[src/design/left_truncatable_prime_test_unit_macros.svh]
// ----------------------------------------------------------------------------
// Assertion macros for the left-truncatable prime test unit
// Clocked on clk; the plain form is disabled during rst.
// ----------------------------------------------------------------------------
`ifndef LEFT_TRUNCATABLE_PRIME_TEST_UNIT_MACROS_SVH
`define LEFT_TRUNCATABLE_PRIME_TEST_UNIT_MACROS_SVH

// checked only outside reset
`define LTP_ASSERT(lbl, prop, msg) \
  lbl: assert property (@(posedge clk) disable iff (rst) prop) else $error(msg);

// checked on every edge, reset included
`define LTP_ASSERT_ALWAYS(lbl, prop, msg) \
  lbl: assert property (@(posedge clk) prop) else $error(msg);

`endif

[src/design/ltp_pkg.sv]
// ----------------------------------------------------------------------------
// ltp_pkg
// Shared widths, power-of-ten table and divider interface types.
// ----------------------------------------------------------------------------
`default_nettype none

package ltp_pkg;

  localparam int MAX_DIGITS = 10;
  localparam int TOP_IDX    = MAX_DIGITS - 1;
  localparam int IDX_W      = $clog2(MAX_DIGITS);

  // non-negative inputs fit in 31 bits
  localparam int N_W     = 31;
  localparam int DIV_W   = N_W;
  localparam int DIV_CNT_W = $clog2(DIV_W);

  // trial divisor stays below 46350, its square below 2^32
  localparam int I_W  = 17;
  localparam int SQ_W = 34;

  localparam logic [DIV_W-1:0] POW10 [0:9] = '{
    DIV_W'(1),
    DIV_W'(10),
    DIV_W'(100),
    DIV_W'(1000),
    DIV_W'(10000),
    DIV_W'(100000),
    DIV_W'(1000000),
    DIV_W'(10000000),
    DIV_W'(100000000),
    DIV_W'(1000000000)
  };

  typedef struct packed {
    logic             start;
    logic [DIV_W-1:0] dividend;
    logic [DIV_W-1:0] divisor;
  } div_req_t;

  typedef struct packed {
    logic             busy;
    logic             done;
    logic [DIV_W-1:0] rem;
  } div_rsp_t;

endpackage

`default_nettype wire

[src/design/ltp_div.sv]
// ----------------------------------------------------------------------------
// ltp_div
// Radix-2 restoring remainder unit, one quotient bit per cycle.
// ----------------------------------------------------------------------------
`default_nettype none

module ltp_div (
  input  wire logic              clk,
  input  wire logic              rst,
  input  wire ltp_pkg::div_req_t req,
  output ltp_pkg::div_rsp_t      rsp
);

  logic                          busy;
  logic                          done;
  logic [ltp_pkg::DIV_CNT_W-1:0] count;
  logic [ltp_pkg::DIV_W-1:0]     rem;
  logic [ltp_pkg::DIV_W-1:0]     rem_next;
  logic [ltp_pkg::DIV_W-1:0]     dq;
  logic [ltp_pkg::DIV_W-1:0]     dsr;
  logic [ltp_pkg::DIV_W:0]       trial;

  always_comb begin
    trial = {rem, dq[ltp_pkg::DIV_W-1]};
    if (trial >= {1'b0, dsr}) begin
      rem_next = ltp_pkg::DIV_W'(trial - {1'b0, dsr});
    end else begin
      rem_next = trial[ltp_pkg::DIV_W-1:0];
    end
  end

  always_ff @(posedge clk) begin
    if (rst) begin
      busy  <= 1'b0;
      done  <= 1'b0;
      count <= '0;
    end else begin
      done <= 1'b0;
      if (req.start) begin
        busy  <= 1'b1;
        count <= '0;
      end else if (busy) begin
        count <= count + ltp_pkg::DIV_CNT_W'(1);
        if (count == ltp_pkg::DIV_CNT_W'(ltp_pkg::DIV_W - 1)) begin
          busy <= 1'b0;
          done <= 1'b1;
        end
      end
    end
  end

  always_ff @(posedge clk) begin
    if (req.start) begin
      rem <= '0;
      dq  <= req.dividend;
      dsr <= req.divisor;
    end else if (busy) begin
      rem <= rem_next;
      dq  <= {dq[ltp_pkg::DIV_W-2:0], 1'b0};
    end
  end

  assign rsp.busy = busy;
  assign rsp.done = done;
  assign rsp.rem  = rem;

endmodule

`default_nettype wire

[src/design/left_truncatable_prime_test_unit.sv]
// Each suffix n is tested by trial division, then its leading digit is stripped;
//   each modulo runs in the shared bit-serial remainder unit; negative and even
//   inputs finish early, without a modulo.
// Throughput: one item at a time; the next beat is taken once the result sits in
//   the output register. Reset clears control state only; no clearing pass.
// ----------------------------------------------------------------------------
// left_truncatable_prime_test_unit
// Sequencer that strips leading digits and runs 6k+-1 trial division on each
// suffix through one shared remainder unit.
// ----------------------------------------------------------------------------
`default_nettype none

`include "left_truncatable_prime_test_unit_macros.svh"

module left_truncatable_prime_test_unit (
  input  wire logic               clk,
  input  wire logic               rst,
  input  wire logic               in_valid,
  output logic                    in_ready,
  input  wire logic signed [31:0] value,
  output logic                    out_valid,
  input  wire logic               out_ready,
  output logic signed [31:0]      value_echo,
  output logic                    is_truncatable_prime
);

  localparam logic [3:0] S_IDLE  = 4'd0;
  localparam logic [3:0] S_PRIME = 4'd1;
  localparam logic [3:0] S_MOD3  = 4'd2;
  localparam logic [3:0] S_LOOP  = 4'd3;
  localparam logic [3:0] S_MODA  = 4'd4;
  localparam logic [3:0] S_MODB  = 4'd5;
  localparam logic [3:0] S_NEXT  = 4'd6;
  localparam logic [3:0] S_DOWN  = 4'd7;
  localparam logic [3:0] S_MODD  = 4'd8;
  localparam logic [3:0] S_DONE  = 4'd9;

  logic [3:0]                  state;
  logic [3:0]                  state_next;
  logic [ltp_pkg::N_W-1:0]     n;
  logic [ltp_pkg::N_W-1:0]     n_next;
  logic [ltp_pkg::I_W-1:0]     i;
  logic [ltp_pkg::I_W-1:0]     i_next;
  logic [ltp_pkg::I_W-1:0]     i_plus2;
  logic [ltp_pkg::SQ_W-1:0]    isq;
  logic [ltp_pkg::SQ_W-1:0]    isq_next;
  logic [ltp_pkg::IDX_W-1:0]   idx;
  logic [ltp_pkg::IDX_W-1:0]   idx_next;
  logic                        verdict;
  logic                        verdict_next;
  logic signed [31:0]          item_value;
  logic                        out_load;

  ltp_pkg::div_req_t div_req;
  ltp_pkg::div_rsp_t div_rsp;

  ltp_div u_div (
    .clk (clk),
    .rst (rst),
    .req (div_req),
    .rsp (div_rsp)
  );

  assign in_ready = (state == S_IDLE);
  assign out_load = (state == S_DONE) && (!out_valid || out_ready);
  assign i_plus2  = i + ltp_pkg::I_W'(2);

  always_comb begin
    state_next       = state;
    n_next           = n;
    i_next           = i;
    isq_next         = isq;
    idx_next         = idx;
    verdict_next     = verdict;
    div_req.start    = 1'b0;
    div_req.dividend = n;
    div_req.divisor  = ltp_pkg::DIV_W'(3);

    case (state)
      S_IDLE: begin
        if (in_valid) begin
          if (value[31]) begin
            verdict_next = 1'b0;
            state_next   = S_DONE;
          end else begin
            n_next     = value[ltp_pkg::N_W-1:0];
            state_next = S_PRIME;
          end
        end
      end
      S_PRIME: begin
        if (n <= ltp_pkg::N_W'(1)) begin
          verdict_next = 1'b0;
          state_next   = S_DONE;
        end else if (n <= ltp_pkg::N_W'(3)) begin
          state_next = S_NEXT;
        end else if (!n[0]) begin
          verdict_next = 1'b0;
          state_next   = S_DONE;
        end else begin
          div_req.start = 1'b1;
          state_next    = S_MOD3;
        end
      end
      S_MOD3: begin
        if (div_rsp.done) begin
          if (div_rsp.rem == '0) begin
            verdict_next = 1'b0;
            state_next   = S_DONE;
          end else begin
            i_next     = ltp_pkg::I_W'(5);
            isq_next   = ltp_pkg::SQ_W'(25);
            state_next = S_LOOP;
          end
        end
      end
      S_LOOP: begin
        if (isq > {{(ltp_pkg::SQ_W-ltp_pkg::N_W){1'b0}}, n}) begin
          state_next = S_NEXT;
        end else begin
          div_req.start   = 1'b1;
          div_req.divisor = {{(ltp_pkg::DIV_W-ltp_pkg::I_W){1'b0}}, i};
          state_next      = S_MODA;
        end
      end
      S_MODA: begin
        if (div_rsp.done) begin
          if (div_rsp.rem == '0) begin
            verdict_next = 1'b0;
            state_next   = S_DONE;
          end else begin
            div_req.start   = 1'b1;
            div_req.divisor = {{(ltp_pkg::DIV_W-ltp_pkg::I_W){1'b0}}, i_plus2};
            state_next      = S_MODB;
          end
        end
      end
      S_MODB: begin
        if (div_rsp.done) begin
          if (div_rsp.rem == '0) begin
            verdict_next = 1'b0;
            state_next   = S_DONE;
          end else begin
            // (i+6)^2 = i^2 + 12i + 36
            i_next     = i + ltp_pkg::I_W'(6);
            isq_next   = isq + ltp_pkg::SQ_W'({i, 3'b000}) + ltp_pkg::SQ_W'({i, 2'b00})
                         + ltp_pkg::SQ_W'(36);
            state_next = S_LOOP;
          end
        end
      end
      S_NEXT: begin
        // current suffix passed; single digit ends the walk
        if (n < ltp_pkg::N_W'(10)) begin
          verdict_next = 1'b1;
          state_next   = S_DONE;
        end else begin
          idx_next   = ltp_pkg::IDX_W'(ltp_pkg::TOP_IDX);
          state_next = S_DOWN;
        end
      end
      S_DOWN: begin
        if ((idx > ltp_pkg::IDX_W'(1)) && (n < ltp_pkg::POW10[idx])) begin
          idx_next = idx - ltp_pkg::IDX_W'(1);
        end else begin
          div_req.start   = 1'b1;
          div_req.divisor = ltp_pkg::POW10[idx];
          state_next      = S_MODD;
        end
      end
      S_MODD: begin
        if (div_rsp.done) begin
          n_next     = div_rsp.rem;
          state_next = S_PRIME;
        end
      end
      S_DONE: begin
        if (!out_valid || out_ready) begin
          state_next = S_IDLE;
        end
      end
      default: begin
        state_next = S_IDLE;
      end
    endcase
  end

  always_ff @(posedge clk) begin
    if (rst) begin
      state     <= S_IDLE;
      out_valid <= 1'b0;
    end else begin
      state <= state_next;
      if (out_load) begin
        out_valid <= 1'b1;
      end else if (out_ready) begin
        out_valid <= 1'b0;
      end
    end
  end

  always_ff @(posedge clk) begin
    n       <= n_next;
    i       <= i_next;
    isq     <= isq_next;
    idx     <= idx_next;
    verdict <= verdict_next;
    if (in_valid && in_ready) begin
      item_value <= value;
    end
    if (out_load) begin
      value_echo           <= item_value;
      is_truncatable_prime <= verdict;
    end
  end

  `LTP_ASSERT(a_div_start_idle, div_req.start |-> !div_rsp.busy, "divider restarted while busy")
  `LTP_ASSERT(a_neg_false, out_valid && value_echo[31] |-> !is_truncatable_prime, "negative beat reported prime")
  `LTP_ASSERT(a_even_only_two, out_valid && is_truncatable_prime && !value_echo[0] |-> value_echo == 32'sd2, "even value other than 2 reported prime")
  `LTP_ASSERT_ALWAYS(a_rst_clears_out, rst |=> !out_valid, "output valid after reset")

endmodule

`default_nettype wire
[config.mk]
export PLATFORM = sky130hd
export DESIGN_NAME = left_truncatable_prime_test_unit
export DESIGN_NICKNAME = d
export VERILOG_FILES = /design/src/design/ltp_pkg.sv /design/src/design/ltp_div.sv /design/src/design/left_truncatable_prime_test_unit.sv
export VERILOG_INCLUDE_DIRS = /design/src /design/src/design
export SDC_FILE = /design/constraint.sdc
export NUM_CORES = 1
export LEC_CHECK = 0
export BUFFER_PORTS_ARGS = -buffer_cell sky130_fd_sc_hd__buf_2
export CORE_AREA = 2 2 159 161
export CTS_CLUSTER_DIAMETER = 200
export CTS_CLUSTER_SIZE = 30
export DETAILED_ROUTE_END_ITERATION = 10
export DIE_AREA = 0 0 161 163
export PLACE_DENSITY = 0.77
export SLEW_MARGIN = 15
export SYNTH_ARGS = -nofsm -noshare
export SYNTH_HDL_FRONTEND = slang
export SYNTH_SLANG_ARGS = --single-unit
export TNS_END_PERCENT = 10
[constraint.sdc]
create_clock -name clk -period 4.5 [get_ports clk]
set_clock_uncertainty 0.1 [all_clocks]
set_input_delay 0.675 -clock clk [delete_from_list [all_inputs] [get_ports clk]]
set_output_delay 0.675 -clock clk [all_outputs]
set_load 0.01 [all_outputs]
# Yosys cells after proc, flatten, opt, wreduce, memory -nomap -nowiden
# Memory sizes are Yosys's and may differ from the RTL's.
# Cells that the tools add are included.
[classes] n_addsub=8 n_lt_le_gt_ge=8 eq_ne=29 n_mux=65 n_bitwise=2 reduce_logical=22
[ops] op="31-bit two-way mux" count=9
[ops] op="34-bit two-way mux" count=4
[ops] op="17-bit two-way mux" count=7
[ops] op="31-bit case mux with 3 select lines" count=1
[ops] op="34-bit case mux with 2 select lines" count=1
[ops] op="31-bit case mux with 2 select lines" count=1
[ops] op="4-bit two-way mux" count=15
[ops] op="4-bit case mux with 9 select lines" count=1
[ops] op="34-bit by 19-bit adder with 34-bit output" count=1
[ops] op="34-bit by 20-bit adder with 34-bit output" count=1
[ops] op="34-bit by 6-bit adder with 34-bit output (second input constant)" count=1
[ops] op="34-bit by 31-bit > comparator with 1-bit output" count=1
[ops] op="17-bit case mux with 2 select lines" count=1
[ops] op="32-bit by 31-bit greater-or-equal comparator with 1-bit output" count=1
[ops] op="31-bit by 1-bit less-or-equal comparator with 1-bit output (second input constant)" count=1
[ops] op="31-bit by 2-bit less-or-equal comparator with 1-bit output (second input constant)" count=1
[ops] op="31-bit zero test" count=1
[ops] op="31-bit < comparator" count=1
[ops] op="31-bit by 4-bit < comparator with 1-bit output (second input constant)" count=1
[ops] op="31-bit subtractor" count=1
[ops] op="1-bit two-way mux" count=21
[ops] op="2-bit inequality test (second input constant)" count=9
[ops] op="17-bit by 2-bit adder with 17-bit output (second input constant)" count=1
[ops] op="17-bit by 3-bit adder with 17-bit output (second input constant)" count=1
[ops] op="other kinds (29)" count=51
[word_totals] reg_bits=257 mem_bits_ro=496 in_bits=36 output_inout_bits=35 wordCells=151 n_memories=1
[memory_table] name="(name not given)" depth=16 width=31 rd=1 rd_ports_with_merged_regs=0 wr=0 line_no="left_truncatable_prime_test_unit.sv:167" rtl="div_req.divisor = ltp_pkg::POW10[idx];"

# Logic depth before layout (Yosys ltp)
[logic_depth] word_depth=9 depth_mapped=17 depth_no_buf=16

# By module
# From an unflattened synthesis, not the netlist that was laid out.
[hier_totals] hier_cells=1481 hier_area_um2=15661.3
[modules_own_cells] module="left_truncatable_prime_test_unit" n_inst=1 cells_each=933 area_each_um2=10043.4 seq_area_each_um2=4544.4
[modules_own_cells] module="ltp_div" n_inst=1 cells_each=548 area_each_um2=5617.9 seq_area_each_um2=2622.5

# Worst setup path before layout
# No wires, ideal clock.
[synth_timing] path_kind="reg2reg" start="register i[1] in the netlist's numbering" end="register isq[24] in the netlist's numbering, data pin" setup_time_ns=0.256 arrival_ns=3.581 required_time_ns=4.144 path_slack_ns=0.564 stages_incl_launch_ff=15 path_buffers=1 synth_period_minus_slack_ns=3.936 path_cell_list="edfxtp_1 > fa_1 > fa_1 > inv_1 > fa_1 > nor2b_1 > o21a_1 > o21ai_1 > a211oi_1 > o31ai_1 > a21oi_1 > a311o_1 > clkbuf_1 > a31oi_1 > a41o_1"
[synth_via] elab_chain_len=6
[synth_lines] element="start: declaration" line_no="left_truncatable_prime_test_unit.sv:42" rtl="logic [ltp_pkg::I_W-1:0] i;"
[synth_lines] element="start signal: assignment" line_no="left_truncatable_prime_test_unit.sv:204" rtl="i <= i_next;"
[synth_lines] element="34-bit by 20-bit adder with 34-bit output" line_no="left_truncatable_prime_test_unit.sv:146" rtl="isq_next = isq + ltp_pkg::SQ_W'({i, 3'b000}) + ltp_pkg::SQ_W'({i, 2'b00})"
[synth_lines] element="34-bit by 19-bit adder with 34-bit output *" line_no="left_truncatable_prime_test_unit.sv:146"
[synth_lines] element="34-bit by 6-bit adder with 34-bit output *" line_no="left_truncatable_prime_test_unit.sv:147" rtl="+ ltp_pkg::SQ_W'(36);"
[synth_lines] element="34-bit two-way mux *" line_no="left_truncatable_prime_test_unit.sv:140" rtl="if (div_rsp.rem == '0) begin"
[synth_lines] element="34-bit two-way mux *" line_no="left_truncatable_prime_test_unit.sv:139" rtl="if (div_rsp.done) begin"
[synth_lines] element="34-bit case mux with 2 select lines *" line_no="left_truncatable_prime_test_unit.sv:79" rtl="case (state)"
[synth_lines] element="end signal: assignment" line_no="left_truncatable_prime_test_unit.sv:205" rtl="isq <= isq_next;"
[synth_lines] element="end: declaration" line_no="left_truncatable_prime_test_unit.sv:45" rtl="logic [ltp_pkg::SQ_W-1:0] isq;"
# Every way passes the cells marked *; elsewhere a longest branch is shown, timed or not. The select of a mux whose other input is x is not followed.
# A chain may end at the register's enable or synchronous reset.

# Worst setup path in the final report
[layout_timing] start="register i[2] in the netlist's numbering" end="register isq[32] in the netlist's numbering, data pin"
# The elaborated chain is that of the path after synthesis.

==> flow_summary_export.csv <==
group,metric,value,unit
run_status,status,"complete, no violations",
synth,avgSynthCellArea,10.7,sq um
setup_path,crit_arrival,4420,ps
place,placedCellCount,1794,
drt,num_vias,11100,
timing,setup_tns,0,ps
synth,synth_edf_count,203,
synth,synth_nets,1620,
synth,ys_warn_count,0,
place,hpwl,26800,um
worst_hold_path,hold_end,"item_value[30]",
clock_tree,cts_resized,0,
synth,netlist_instances,1419,
place,place_congestion,0.908,
clock_tree,clockRootBuffer,"clkbuf_16",
clock_tree,cts.sinks,246,
setup_path,r2r_start,"i[2]",
place,port_buffers,70,
global_routing,grt_max_degree,46,
power_and_ir_drop,clockPowerShare,15.0,%
setup_path,endpoint_kind,"flop",
die,placeableCoreArea,24700,sq um
global_routing,grt_use_total,27.4,%
place,dp_slack,266,ps
drt,postRouteWirelength,35700,um
cells_and_area,nets,1679,
setup_path,reg2reg_depth,15,
drt,wl_per_cell,19.7,um
setup_path,crit_buf_inv,3,
timing,fin_ws,344,ps
timing,fmax,0.241,GHz
global_routing,first_global_vias,10700,
power_and_ir_drop,intPower,5250,uW
clock_tree,cts_tree,"done",
timing,hold_violations,0,
timing,slew_viol_final,0,
synth,ys_top_cells_by_count,"edfxtp_1, ha_1, nor2_1, nand2_1",
setup_path,path_delay_family,"adder cells",
setup_path,rr_endpoint,"isq[32]",
setup_path,r2r_slack,340,ps
setup_path,crit_top_cell,"inv_1",
drt,routed_via_density,6.09,
setup_path,start_kind,"flop",
power_and_ir_drop,vdd_drop_max,0.315,mV
worst_hold_path,holdCritPathClass,"primary input to flop",
drt,remaining_drc_errors,0,
clock_tree,cts_buffers,12,
clock_tree,post_cts.repair.setup_buffers,0,
die,ios,71,
clock_tree,holdBufCountCts,0,
setup_path,critPathRequiredTime,4770,ps
synth,synth_area,15200,sq um
drt,drtAntennaViolNets,0,
power_and_ir_drop,p_seq_share,43.2,%
power_and_ir_drop,switchingPower,3360,uW
run,max-cap-violations,0,
synth,netlist_top_cells_area,"edfxtp_1, ha_1, dfxtp_1",
clock_tree,cts_buffer_depth,3,
synth,ys_seq_area_share,45.7,%
timing,worstMarginPinSlew,1140,ps
die,die_area,26200,sq um
synth,yosysUniqueCellTypes,74,
setup_path,crit_type,"flop to flop",
synth,ys_seq_elements,246,
timing,min_period,4160,ps
power_and_ir_drop,p_sw_share,39.1,%
clock_tree,htreeDepth,1,
worst_hold_path,whs_path_depth,1,
power_and_ir_drop,p_per_area,528,nW/um^2
timing,rsz0062_at_grt,"no",
setup_path,crit_fanout,4,
cells_and_area,drive_gt1_share,14.2,%
timing,period_share,92.4,%
drt,firstDrtPassIters,5,
clock_tree,clkTransAtPathRegs,130,ps
global_routing,grt_pass1_wl,57000,um
die,rows,58,
cells_and_area,area_delta_synth_final,7.25,%
worst_hold_path,min-delay-start,"value[30]",
drt,initialDrtViolationCount,896,
synth,async_flop_share,0,%
synth,ys.flop_type,"edfxtp_1",
power_and_ir_drop,leakagePower,0.00635,uW
synth,synth_top_area_share,40.1,%
synth,yosysTopAreaCell,"edfxtp_1",
timing,slew_headroom,24.0,%
setup_path,critPathMaxStageDelay,580,ps
die,start_util,61.6,%
timing,setup_viol,0,
global_routing,antenna_found_initial,0,
die,die_y,163,um
setup_path,crit_chain,"inv_1 > ha_1 > inv_1 > fa_1 > inv_1 > fa_1 > nor2b_1 > o21a_1 > o21ai_1 > a211oi_2 > o31ai_1 > a21oi_1 > a311o_1 > or4b_2 > o21ai_1",
cells_and_area,instances_no_fill,1814,
setup_path,critPathSlowestCell,"or4b_2",
cells_and_area,antennaDiodeCount,0,
power_and_ir_drop,power_frac_comb,41.8,%
global_routing,overflow,0,
synth,yosysMostFrequentCell,"edfxtp_1",
clock_tree,clock_latency,500,ps
die,die_w,161,um
## through the flow
| step | utilization (%) | hold WS, ps | instance area, sq um | power (uW) |
|---|---|---|---|---|
| 6_report | 66.1 | 268 | 16300 | 8610 |
| 5_1_grt | 66.1 | 254 | 16300 | 9140 |
| 4_1_cts | 66.1 | 254 | 16300 | 8620 |
| 3_3_place_gp | 64.5 | 300 | 15900 | 7230 |
| 3_5_place_dp | 64.5 | 305 | 15900 | 7320 |
| 2_1_floorplan | - | 300 | 15200 | 6430 |
## cells by family after synthesis
logic type      synth area share, %
fa+ha+maj                      14.4
mux                            6.05
compound gates                 12.4
flops                          45.7
buf+inv                        3.74
simple gates                   14.0
xor+xnor                       3.63
## cell usage in the layout, fill, tap and decap left out, types with 17 or more instances in the layout
master and instances:
buf_4 22, nand4_1 22, a211oi_1 27, mux2i_1 21, nor2b_1 23, o21ai_0 46, edfxtp_1 203, inv_1 88
dfxtp_1 42, fa_1 17, xor2_1 33, nor4_1 18, buf_2 70, a21o_1 19, nand2_1 107, nand3_1 33
a21oi_1 88, nor3_1 28, mux2_2 63, nor2_1 134, ha_1 148, xnor2_1 30
## routing by layer
layer  track usage [%]  wire, um
met1              38.2     16100
met2              45.9     17100
met3              2.88      1730
met4              7.55       885
met5                 0         0
## sequential cells by signal (all words and copies together), names as in the netlist
name and flops:
item_value 32, value_echo 32, u_div.rem 31, verdict 1, out_valid 1, isq 31
u_div.done 1, u_div.dsr 24, idx 4, state 4, u_div.count 5, u_div.dq 31
n 31, i 16, is_truncatable_prime 1, u_div.busy 1
## power groups by stage
| stage | sequential (uW) | combinational (uW) | clock [uW] |
|---|---|---|---|
| after floorplan | 3460 | 2970 | 0 |
| final | 3720 | 3600 | 1290 |
| after global placement | 3760 | 3470 | 0 |
| after CTS | 3710 | 3580 | 1320 |
| after detailed placement | 3760 | 3560 | 0 |
| after global routing | 3780 | 3980 | 1380 |
## how the worst max path moves through the flow
| stage | start | endpoint | slack [ps] | cells after the start |
|---|---|---|---|---|
| 6_report | i[2] | isq[32] | 340 | 15 |
| 5_1_grt | i[2] | isq[32] | 30 | 15 |
| 4_1_cts | i[2] | isq[32] | 240 | 15 |
| 3_5_place_dp | i[2] | isq[32] | 270 | 15 |
| 3_3_place_gp | i[2] | isq[32] | 350 | 13 |
| 2_1_floorplan | i[1] | isq[24] | 560 | 14 |
## area by class of cell
cell class | count | area (sq um)
clock inverters | 1 | 30.0
well taps | 330 | 413
inverters | 88 | 330
flip-flops and latches | 246 | 6960
repair buffers | 92 | 515
fillers | 1942 | 8360
multi-input cells | 1038 | 7710
clock buffers | 19 | 348
No activity file was read; power rests on OpenSTA's default activity.
